**config.mk**
```make
export PLATFORM = sky130hd
export DESIGN_NAME = base64_stream_encoder
export DESIGN_NICKNAME = d
export VERILOG_FILES = /design/src/rtl/b64e_pkg.sv /design/src/rtl/b64e_front.sv /design/src/rtl/b64e_queue.sv /design/src/rtl/b64e_back.sv /design/src/rtl/base64_stream_encoder.sv
export SDC_FILE = /design/constraint.sdc
export NUM_CORES = 1
export LEC_CHECK = 0
export BUFFER_PORTS_ARGS = -buffer_cell sky130_fd_sc_hd__buf_2
export CAP_MARGIN = 5
export CORE_MARGIN = 2
export CORE_UTILIZATION = 50
export CTS_BUF_LIST = sky130_fd_sc_hd__clkbuf_8 sky130_fd_sc_hd__clkbuf_16
export DETAILED_ROUTE_END_ITERATION = 10
export PLACE_DENSITY = 0.67
export SYNTH_ARGS = -nofsm -noshare
export SYNTH_HDL_FRONTEND = slang
export SYNTH_SLANG_ARGS = --single-unit
```
**constraint.sdc**
```tcl
create_clock -name clk -period 3.4 [get_ports clk]
set_input_delay 0.34 -clock clk [delete_from_list [all_inputs] [get_ports clk]]
set_output_delay 0.34 -clock clk [all_outputs]
set_load 0.1 [all_outputs]
```
**src/rtl/b64e_pkg.sv**
```systemverilog
`timescale 1ns / 1ps
package b64e_pkg;

  // Characters that sit outside the alphabet's letter and digit runs, and the first character of each run
  localparam logic [6:0] PAD_CHAR   = 7'h3D;  // '='
  localparam logic [6:0] PLUS_CHAR  = 7'h2B;  // '+'
  localparam logic [6:0] SLASH_CHAR = 7'h2F;  // '/'
  localparam logic [6:0] UPPER_A    = 7'h41;  // 'A'
  localparam logic [6:0] LOWER_A    = 7'h61;  // 'a'
  localparam logic [6:0] DIGIT_0    = 7'h30;  // '0'

  // Entries in the request queue between front and back
  localparam int QUEUE_DEPTH = 2;

  // One output symbol: a sextet or a pad marker
  typedef struct packed {
    logic       pad;
    logic [5:0] val;
  } sym_t;

  // One request for the back end: up to four symbols
  typedef struct packed {
    sym_t [3:0] sym;
    logic [1:0] last_idx;  // index of the final symbol (count - 1)
    logic       last;      // final symbol closes the message
  } job_t;

  // Sextet to ASCII, standard alphabet
  function automatic logic [6:0] sextet_char(input logic [5:0] v);
    logic [6:0] w;
    logic [6:0] c;
    w = {1'b0, v};
    if (v < 6'd26) begin
      c = UPPER_A + w;
    end else if (v < 6'd52) begin
      c = LOWER_A + (w - 7'd26);
    end else if (v < 6'd62) begin
      c = DIGIT_0 + (w - 7'd52);
    end else if (v == 6'd62) begin
      c = PLUS_CHAR;
    end else begin
      c = SLASH_CHAR;
    end
    return c;
  endfunction

endpackage

```
**src/rtl/b64e_front.sv**
```systemverilog
`timescale 1ns / 1ps
module b64e_front (
  input  logic              clk,
  input  logic              rst_n,
  input  logic              in_valid,
  output logic              in_ready,
  input  logic [7:0]        in_data_byte,
  input  logic              in_last_byte,
  input  logic              q_full,
  output logic              q_push,
  output b64e_pkg::job_t    q_job
);

  typedef enum logic [1:0] {
    PH_0 = 2'd0,
    PH_1 = 2'd1,
    PH_2 = 2'd2
  } phase_t;

  phase_t     phase_r, phase_nxt;
  logic [3:0] carry_r, carry_nxt;

  assign in_ready = !q_full;
  assign q_push   = in_valid && !q_full;

  // Split the byte into sextets by group phase
  always_comb begin
    phase_nxt = phase_r;
    carry_nxt = carry_r;
    q_job     = '0;
    unique case (phase_r)
      PH_1: begin
        q_job.sym[0].val = {carry_r[1:0], in_data_byte[7:4]};
        if (in_last_byte) begin
          q_job.sym[1].val = {in_data_byte[3:0], 2'b00};
          q_job.sym[2].pad = 1'b1;
          q_job.last_idx   = 2'd2;
          q_job.last       = 1'b1;
          phase_nxt        = PH_0;
          carry_nxt        = 4'd0;
        end else begin
          q_job.last_idx = 2'd0;
          phase_nxt      = PH_2;
          carry_nxt      = in_data_byte[3:0];
        end
      end
      PH_2: begin
        q_job.sym[0].val = {carry_r, in_data_byte[7:6]};
        q_job.sym[1].val = in_data_byte[5:0];
        q_job.last_idx   = 2'd1;
        q_job.last       = in_last_byte;
        phase_nxt        = PH_0;
        carry_nxt        = 4'd0;
      end
      default: begin
        // Start of a group; the unused phase code lands here too
        q_job.sym[0].val = in_data_byte[7:2];
        if (in_last_byte) begin
          q_job.sym[1].val = {in_data_byte[1:0], 4'b0000};
          q_job.sym[2].pad = 1'b1;
          q_job.sym[3].pad = 1'b1;
          q_job.last_idx   = 2'd3;
          q_job.last       = 1'b1;
          phase_nxt        = PH_0;
          carry_nxt        = 4'd0;
        end else begin
          q_job.last_idx = 2'd0;
          phase_nxt      = PH_1;
          carry_nxt      = {2'b00, in_data_byte[1:0]};
        end
      end
    endcase
  end

  // Group state advances on each accepted byte
  always_ff @(posedge clk) begin
    if (!rst_n) begin
      phase_r <= PH_0;
      carry_r <= 4'd0;
    end else if (q_push) begin
      phase_r <= phase_nxt;
      carry_r <= carry_nxt;
    end
  end

endmodule

```
**src/rtl/b64e_queue.sv**
```systemverilog
`timescale 1ns / 1ps
module b64e_queue (
  input  logic              clk,
  input  logic              rst_n,
  input  logic              push,
  input  b64e_pkg::job_t    push_job,
  output logic              full,
  input  logic              pop,
  output logic              head_valid,
  output b64e_pkg::job_t    head_job
);

  localparam int PW = (b64e_pkg::QUEUE_DEPTH > 1) ? $clog2(b64e_pkg::QUEUE_DEPTH) : 1;
  localparam int CW = $clog2(b64e_pkg::QUEUE_DEPTH + 1);
  localparam logic [PW-1:0] LAST_PTR = PW'(b64e_pkg::QUEUE_DEPTH - 1);
  localparam logic [CW-1:0] FULL_CNT = CW'(b64e_pkg::QUEUE_DEPTH);

  b64e_pkg::job_t mem_r [b64e_pkg::QUEUE_DEPTH];
  logic [PW-1:0]  wr_ptr_r, rd_ptr_r;
  logic [CW-1:0]  cnt_r;

  assign full       = (cnt_r == FULL_CNT);
  assign head_valid = (cnt_r != '0);
  assign head_job   = mem_r[rd_ptr_r];

  // Entry storage
  always_ff @(posedge clk) begin
    if (push) begin
      mem_r[wr_ptr_r] <= push_job;
    end
  end

  // Pointers and fill count
  always_ff @(posedge clk) begin
    if (!rst_n) begin
      wr_ptr_r <= '0;
      rd_ptr_r <= '0;
      cnt_r    <= '0;
    end else begin
      if (push) begin
        wr_ptr_r <= (wr_ptr_r == LAST_PTR) ? '0 : wr_ptr_r + 1'b1;
      end
      if (pop) begin
        rd_ptr_r <= (rd_ptr_r == LAST_PTR) ? '0 : rd_ptr_r + 1'b1;
      end
      if (push && !pop) begin
        cnt_r <= cnt_r + 1'b1;
      end else if (pop && !push) begin
        cnt_r <= cnt_r - 1'b1;
      end
    end
  end

`ifndef SYNTHESIS
  a_no_overflow: assert property (@(posedge clk) disable iff (!rst_n)
    !(push && full))
    else $error("request queue written while full");

  a_no_underflow: assert property (@(posedge clk) disable iff (!rst_n)
    !(pop && !head_valid))
    else $error("request queue popped while empty");

  a_cnt_bound: assert property (@(posedge clk) disable iff (!rst_n)
    cnt_r <= FULL_CNT)
    else $error("request queue count out of range");
`endif

endmodule

```
**src/rtl/b64e_back.sv**
```systemverilog
`timescale 1ns / 1ps
module b64e_back (
  input  logic              clk,
  input  logic              rst_n,
  input  logic              head_valid,
  input  b64e_pkg::job_t    head_job,
  output logic              pop,
  output logic              out_valid,
  input  logic              out_ready,
  output logic [6:0]        out_char,
  output logic              out_last_char
);

  logic [1:0]     idx_r, idx_nxt;
  logic           out_valid_r, out_valid_nxt;
  logic [6:0]     out_char_r;
  logic           out_last_r;
  logic           adv, emit, final_sym;
  b64e_pkg::sym_t cur_sym;
  logic [6:0]     cur_char;

  // Output register free or being drained this cycle
  assign adv       = !out_valid_r || out_ready;
  assign emit      = adv && head_valid;
  assign final_sym = (idx_r == head_job.last_idx);
  assign pop       = emit && final_sym;

  // Pick the current symbol and map it to ASCII
  always_comb begin
    cur_sym  = head_job.sym[idx_r];
    cur_char = cur_sym.pad ? b64e_pkg::PAD_CHAR : b64e_pkg::sextet_char(cur_sym.val);
  end

  // Symbol index and output valid
  always_comb begin
    idx_nxt       = idx_r;
    out_valid_nxt = out_valid_r;
    if (emit) begin
      idx_nxt       = final_sym ? 2'd0 : idx_r + 2'd1;
      out_valid_nxt = 1'b1;
    end else if (out_ready) begin
      out_valid_nxt = 1'b0;
    end
  end

  always_ff @(posedge clk) begin
    if (!rst_n) begin
      idx_r       <= 2'd0;
      out_valid_r <= 1'b0;
    end else begin
      idx_r       <= idx_nxt;
      out_valid_r <= out_valid_nxt;
    end
  end

  // Output payload
  always_ff @(posedge clk) begin
    if (emit) begin
      out_char_r <= cur_char;
      out_last_r <= final_sym && head_job.last;
    end
  end

  assign out_valid     = out_valid_r;
  assign out_char      = out_char_r;
  assign out_last_char = out_last_r;

`ifndef SYNTHESIS
  a_idx_bound: assert property (@(posedge clk) disable iff (!rst_n)
    head_valid |-> (idx_r <= head_job.last_idx))
    else $error("symbol index past end of request");

  a_idx_idle: assert property (@(posedge clk) disable iff (!rst_n)
    !head_valid |-> (idx_r == 2'd0))
    else $error("symbol index left mid-request with queue empty");

  a_last_pops: assert property (@(posedge clk) disable iff (!rst_n)
    (emit && head_job.last && final_sym) |=> (out_valid_r && out_last_r))
    else $error("message end not flagged on output");
`endif

endmodule

```
**src/rtl/base64_stream_encoder.sv**
```systemverilog
`timescale 1ns / 1ps
// The byte's request is written into the queue, and its first character is then registered at the output.
// Characters leave at one per cycle while out_ready is high and a request is queued; a byte
// yields 1 to 4 characters (1 mid-group, 2 closing a group, 3 or 4 with padding).
// A two-entry request queue lets the input run ahead while characters drain.
// Reset (rst_n low, synchronous) empties the queue and returns to the start of a group.
module base64_stream_encoder (
  input  logic       clk,
  input  logic       rst_n,
  input  logic       in_valid,
  output logic       in_ready,
  input  logic [7:0] in_data_byte,
  input  logic       in_last_byte,
  output logic       out_valid,
  input  logic       out_ready,
  output logic [6:0] out_char,
  output logic       out_last_char
);

  logic           q_full, q_push, q_pop, q_head_valid;
  b64e_pkg::job_t q_job, q_head;

  b64e_front u_front (
    .clk          (clk),
    .rst_n        (rst_n),
    .in_valid     (in_valid),
    .in_ready     (in_ready),
    .in_data_byte (in_data_byte),
    .in_last_byte (in_last_byte),
    .q_full       (q_full),
    .q_push       (q_push),
    .q_job        (q_job)
  );

  b64e_queue u_queue (
    .clk        (clk),
    .rst_n      (rst_n),
    .push       (q_push),
    .push_job   (q_job),
    .full       (q_full),
    .pop        (q_pop),
    .head_valid (q_head_valid),
    .head_job   (q_head)
  );

  b64e_back u_back (
    .clk           (clk),
    .rst_n         (rst_n),
    .head_valid    (q_head_valid),
    .head_job      (q_head),
    .pop           (q_pop),
    .out_valid     (out_valid),
    .out_ready     (out_ready),
    .out_char      (out_char),
    .out_last_char (out_last_char)
  );

endmodule
```
==> results of run 1 <==
-- registers in the layout, summed over array words and instances (netlist names), 2 cells and up, named ones only --
| signal | cells |
|---|---|
| u_front.phase_r | 2 |
| u_queue.cnt_r | 2 |
| u_back.idx_r | 2 |
| u_back.out_char | 7 |
| u_front.carry_r | 4 |
| u_queue.mem_r | 34 |
-- final timing paths --
kind,startpoint,to,slack [ns],depth (start not counted)
worst max-delay path,flop,u_back.out_char[1],0.75,7
worst min register to register,u_front.phase_r[1],u_front.phase_r[1],0.54,2
worst max register to register,flop,u_back.out_char[1],0.75,7
worst min-delay path,in_data_byte[2],u_front.carry_r[2],0.35,3
-- cells in the mapped netlist, drive strengths merged --
cell	instances	area share [%]
nand4	1	0.22
nand2	13	1.7
a21oi	7	1.2
o21a	2	0.54
o311ai	1	0.31
a21boi	3	0.80
nand4b	1	0.31
and2	6	1.3
mux4	7	6.0
xnor2	3	0.94
nor4b	1	0.31
buf	5	1.6
nand3	6	1.1
nor3b	1	0.27
mux2	2	0.80
clkbuf	7	0.94
nor2	11	1.5
a32oi	6	2.1
o2bb2ai	2	0.62
a22oi	10	2.7
o31ai	1	0.27
dfxtp	14	10
or3	2	0.45
inv	10	1.3
nand2b	4	0.89
nor2b	12	2.8
o21ai	11	2.0
a21o	1	0.31
mux2i	5	1.8
o41ai	1	0.58
nor3	3	0.54
a211oi	1	0.45
xor2	6	1.9
a2111oi	1	0.31
ha	9	4.0
edfxtp	42	45
a211o	1	0.31
o311a	1	0.36
and3	2	0.62
or2b	1	0.27
o31a	2	0.62
-- area by class of cell --
type,instances,area (sq um)
clock buffer,5,68.8
clock inverter,3,15.0
fill,491,2420
inverter,10,37.5
multi-input combinational,147,1160
sequential,56,1540
tap,72,90.1
timing repair buffer,26,140
-- kinds of logic after synthesis --
kind of cell / count (synthesis)
simple gates: 64
flops: 56
compound gates: 51
fa+ha+maj: 9
mux: 14
xor+xnor: 9
buf+inv: 22
-- through the flow --
step	total power [mW]	worst slack [ns]
floorplan	2.25	0.598
global placement	2.49	0.768
detailed placement	2.49	0.704
CTS	2.84	0.722
global route	2.99	0.604
finish	2.81	0.754
-- metal layers --
metal | part of all wire [%] | track usage, %
met1 | 44 | 22.3
met2 | 50 | 30.5
met3 | 3.2 | 2.95
met4 | 2.8 | 7.76
met5 | 0 | 0
-- power breakdown --
part / switching [mW] / internal (mW) / total [mW]
registers: 0.0702 / 0.935 / 1.01
clock network: 0.200 / 0.142 / 0.342
logic: 1.00 / 0.464 / 1.46
total: 1.27 / 1.54 / 2.81
-- critical path, stage by stage, from the launching register on --
cell and delay, ns:
dfxtp_1 0.49, mux4_2 0.62, nand2b_1 0.22, ha_1 0.25, a211oi_2 0.10, or3_1 0.42
a32oi_2 0.23, o41ai_2 0.10
==> metrics.md, run 1 <==
| Metric | Value |
|---|---|
| Post-route DRC | 0 |
| Final Cycle Share | 77.8% |
| Syn nets | approximately 250 |
| Critical path class | reg -> reg |
| Sequential element share of the synthesized area | between 50% and 60% |
| Clk sinks | 56 |
| Commonest non-fill, non-tap cell in the layout | edfxtp_1 |
| RSZ-0062 raised after global routing | no |
| CP Launch Type | flop |
| Hold-fix buffers, CTS | 0 |
| Actual slew at the worst max-slew pin | approximately 0.78 ns |
| Area growth from synthesis to layout | 8.70% |
| Via count | roughly 1.8k |
| Clock Skew | between 0.015 and 0.02 ns |
| Fin cells | about 320 |
| First DRT Iteration DRCs | roughly 70 |
| Final nets | 268 |
| Gr usage total | about 18% |
| Die height | between 70 and 80 um |
| Via density | 5.65 |
| Leak | 1.11 nW |
| Routed len/inst | 15.6 um |
| Total CTS buffers | 5 |
| Worst hold path type | in -> reg |
| Proportion of layout cells with a drive suffix above 1 | a little under a fifth |
| Largest net degree at the start of global routing | 22 |
| P per Cell Area | 922 nW/um^2 |
| Initial antenna violation count | 0 |
| Syn_area_per_cell | approximately 12 sq um |
| Rel. slew slack | 48.1% |
| Core Util, Final | a little under three fifths |
| Post-route minimum period | between 2 and 3 ns |
| Synth Warn # | 0 |
| Post-CTS Setup Inserts | 0 |
| Design Area, Final | approximately 3000 sq um |
| Worst EP arrival | around 2.7 ns |
| Fin. Hold Viols | 0 |
| Main combinational cell family by area after synthesis | compound AO/OA/AOI/OAI gates |
| Yosys cell types | 46 |
| Multiplexer area fraction after synthesis | 8.61% |
| Routed Antenna Nets | 0 |
| Chip width | around 79 um |
| Simple-gate share of the synthesized area | between 10% and 20% |
| Final setup fails | 0 |
| Xor and xnor area share after synthesis | under 10% |
| # diodes | 0 |
| Routability congestion estimate | 0.921 |
| Initial core utilization | 51.3% |
| Crit. End Element | flop |
| Max Freq | 0.378 GHz |
| Post-synthesis adder-cell area fraction | under 10% |
| Row count | 27 |
| Max Cap Violations | 0 |
| Cell count after synthesis | between 200 and 250 |
| Cells after DPL | approximately 310 |
| Total negative slack | 0 ns |
| Core Box Area | between 5000 and 6000 sq um |
| Total gr overflow | 0 |
| DP Wirelength | 3810 um |
| Post-synthesis compound-gate area fraction | a little over an eighth |
| CP max FO | 6 |
| Fin Hold WS | 0.351 ns |
| DIE AREA | about 6200 sq um |
| Final wirelength | between 4000 and 5000 um |
| Ports | 23 |
| Clock Path Buffers | 2 |
| H-tree depth | 2 |
| IO buf count | 22 |
| Clk slew on worst S/H paths | about 0.1 ns |
| Clock Latency Late Sink | ~0.31 ns |
| Worst Path Required | ~3.5 ns |
| First-pass iteration count of the detailed router | 4 |
| Vias in the first global route | 1745 |
| CTS resizes | 0 |
| First-pass GRT wire length | 8500 um |
| Root Driver | clkbuf_8 |
| CTS tree | done |
| Fin. max-slew vios | 0 |
| Most frequent cells in the layout | edfxtp_1, buf_2, dfxtp_1, nand2_1 |
| Seq cells post-synth | 56 |
| Worst-case vdd ir drop | about 0.72 mV |
| Status | finished clean |
| Mapped Area | about 2800 sq um |
| Cell Area, Placed | slightly below 3000 sq um |
Power figures use the tool's default switching activity.
==> run 2: changes to the inputs <==
--- a/config.mk
+++ b/config.mk
@@ -11,7 +11,7 @@
 export CORE_UTILIZATION = 50
 export CTS_BUF_LIST = sky130_fd_sc_hd__clkbuf_8 sky130_fd_sc_hd__clkbuf_16
 export DETAILED_ROUTE_END_ITERATION = 10
-export PLACE_DENSITY = 0.67
+export PLACE_DENSITY = 0.69
 export SYNTH_ARGS = -nofsm -noshare
 export SYNTH_HDL_FRONTEND = slang
 export SYNTH_SLANG_ARGS = --single-unit
==> constraint.sdc (replaced) <==
create_clock -name clk -period 2.3 [get_ports clk]
set_input_delay 0.23 -clock clk [delete_from_list [all_inputs] [get_ports clk]]
set_output_delay 0.23 -clock clk [all_outputs]
set_load 0.1 [all_outputs]
==> run 2 against run 1 <==
Non-clock buffer count rose by 21. Via count rose by 2.5%. Sequential cell count did not move. Register-to-register slack got worse by 0.68 ns. Die area did not move. Count of clock-buffer cells in the layout did not move. Total power rose by 65%. Worst hold slack got worse by 0.11 ns. Combinational power rose by 79%. Core utilization rose by 4.7 points.
==> metrics.md, run 2 (same netlist as run 1, synthesis figures left out) <==
| Metric | Value |
|---|---|
| Fin. max-slew vios | 0 |
| Via count | 1847 |
| Sequential power share | roughly a third |
| Post-route minimum period | between 2 and 2.5 ns |
| Chip width | about 80 um |
| Max Freq | 0.449 GHz |
| Clock Skew | approximately 0.010 ns |
| Commonest non-fill, non-tap cell in the layout | edfxtp_1 |
| Core Util, Final | just over 60% |
| Proportion of layout cells with a drive suffix above 1 | around a third |
| Register-to-Register Path Depth | 7 |
| Rel. slew slack | between 60 and 70% |
| DIE AREA | roughly 6200 sq um |
| Final Cycle Share | 96.8% |
| Fin. Hold Viols | 0 |
| RSZ-0062 raised after global routing | yes |
| Most frequent cells in the layout | edfxtp_1, buf_4, buf_2, nand2_1 |
| DP Wirelength | between 3000 and 4000 um |
| Delay-heaviest family, CP | multiplexers |
| Final setup fails | 0 |
| Initial core utilization | approximately half |
| Core Box Area | roughly 5500 sq um |
| Worst Path Required | approximately 2.4 ns |
| Routability congestion estimate | a little under 0.9 |
| Hold-fix buffers, CTS | 0 |
| Critical path depth | 7 |
| First-pass iteration count of the detailed router | 4 |
| WP buf/inv | 0 |
| Cells after DPL | between 300 and 400 |
| # diodes | 0 |
| Clk sinks | 56 |
| CP Launch Type | flop |
| Post-route DRC | 0 |
| Total gr overflow | 0 |
| Gr usage total | between 10% and 20% |
| CP max FO | 5 |
| Total CTS buffers | 5 |
| Biggest register | u_queue.mem_r |
| CP endpoint | u_back.out_char[1] |
| Clock Latency Late Sink | 0.30 ns |
| Largest net degree at the start of global routing | 19 |
| Max Cap Violations | 0 |
| Final nets | 289 |
| Routed len/inst | around 16 um |
| CP max stage cell | mux4_2 |
| Crit. End Element | flop |
| P per Cell Area | around 1400 nW/um^2 |
| Final wirelength | ~5300 um |
| Reg2Reg Setup Slack | between 0.07 and 0.08 ns |
| First-pass GRT wire length | around 8600 um |
| Clk slew on worst S/H paths | approximately 0.10 ns |
| Net Switching | roughly 2.0 mW |
| Ports | 23 |
| Row count | 27 |
| Cell breakdown of the critical path | mux4_2, nand2b_4, ha_4, a211oi_4, or3_4, a32oi_2, o41ai_2 |
| R2r endpoint | u_back.out_char[1] |
| Max reg flops | 34 |
| Via density | 5.43 |
| Vias in the first global route | ~1.8k |
| Routed Antenna Nets | 0 |
| Clk pwr share | 11.5% |
| Status | finished clean |
| Worst hold path type | in -> reg |
| Comb pwr share | between 50% and 60% |
| Fin cells | between 300 and 400 |
| Die height | roughly 79 um |
| Critical path class | reg -> reg |
| Worst EP arrival | approximately 2.3 ns |
| Switch share | 43.4% |
| Crit-path max cell delay | 0.55 ns |
| CTS tree | done |
| Clock Path Buffers | 2 |
| H-tree depth | 2 |
| Root Driver | clkbuf_8 |
| Initial antenna violation count | 0 |
| First DRT Iteration DRCs | 68 |
| Area growth from synthesis to layout | 17.9% |
| IO buf count | 22 |
| Leak | 1.23 nW |
| Int Pwr | 2.63 mW |
| Actual slew at the worst max-slew pin | approximately 0.49 ns |
| Worst-case vdd ir drop | 1.17 mV |
| Fin Hold WS | 0.236 ns |
run 2: worst min path at each step:
stage / from / to / slack (ns) / cells after the start
finish: in_data_byte[1] / u_front.carry_r[1] / 0.24 / 3
global route: in_data_byte[3] / u_front.carry_r[3] / 0.25 / 3
CTS: in_data_byte[0] / u_front.carry_r[0] / 0.23 / 3
detailed placement: u_front.phase_r[1] / u_front.phase_r[1] / 0.53 / 2
global placement: u_front.carry_r[2] / u_front.carry_r[2] / 0.52 / 2
floorplan: in_last_byte / u_queue.mem_r[0][0] / 0.33 / 0
run 2: routing by layer:
metal  GRT usage (%)  wire length (um)
met2            30.4              2640
met1            23.4              2490
met4            5.69                73
met3            3.07               140
met5               0                 0
run 2: final cells by class:
| class | instances | area, sq um |
|---|---|---|
| Clock buffer | 5 | 68.8 |
| Clock inverter | 3 | 22.5 |
| Fill cell | 471 | 2170 |
| Inverter | 10 | 37.5 |
| Multi-Input combinational cell | 147 | 1240 |
| Sequential cell | 56 | 1550 |
| Tap cell | 72 | 90.1 |
| Timing Repair Buffer | 47 | 298 |
run 2: power groups by stage:
stage / Combinational, mW / Clock (mW) / Sequential, mW
after floorplan: 1.36 / 0 / 2.04
after global placement: 2.47 / 0 / 1.51
after detailed placement: 2.51 / 0 / 1.52
after CTS: 2.52 / 0.547 / 1.50
after global routing: 2.82 / 0.588 / 1.53
final: 2.62 / 0.534 / 1.50
run 2: repair_timing:
item                                    4_1_cts  5_1_grt
pin swaps                                     0        2
buffers inserted                              0        1
endpoints found under the setup margin        8        8
resized for setup                             1       11
run 2: worst min-delay path: stages:
cell and delay (ns):
buf_2 0.11, a22oi_1 0.07, nor2b_1 0.10
run 2: metrics by stage:
step	area [sq um]	TNS (ns)	setup WS (ns)	total power, mW
detailed placement	3160	-0.239	-0.0499	4.03
global route	3310	-0.0913	-0.0364	4.94
CTS	3250	0	0.0286	4.56
floorplan	2850	0	0.0198	3.40
finish	3310	0	0.0741	4.65
global placement	3160	0	0.00553	3.98
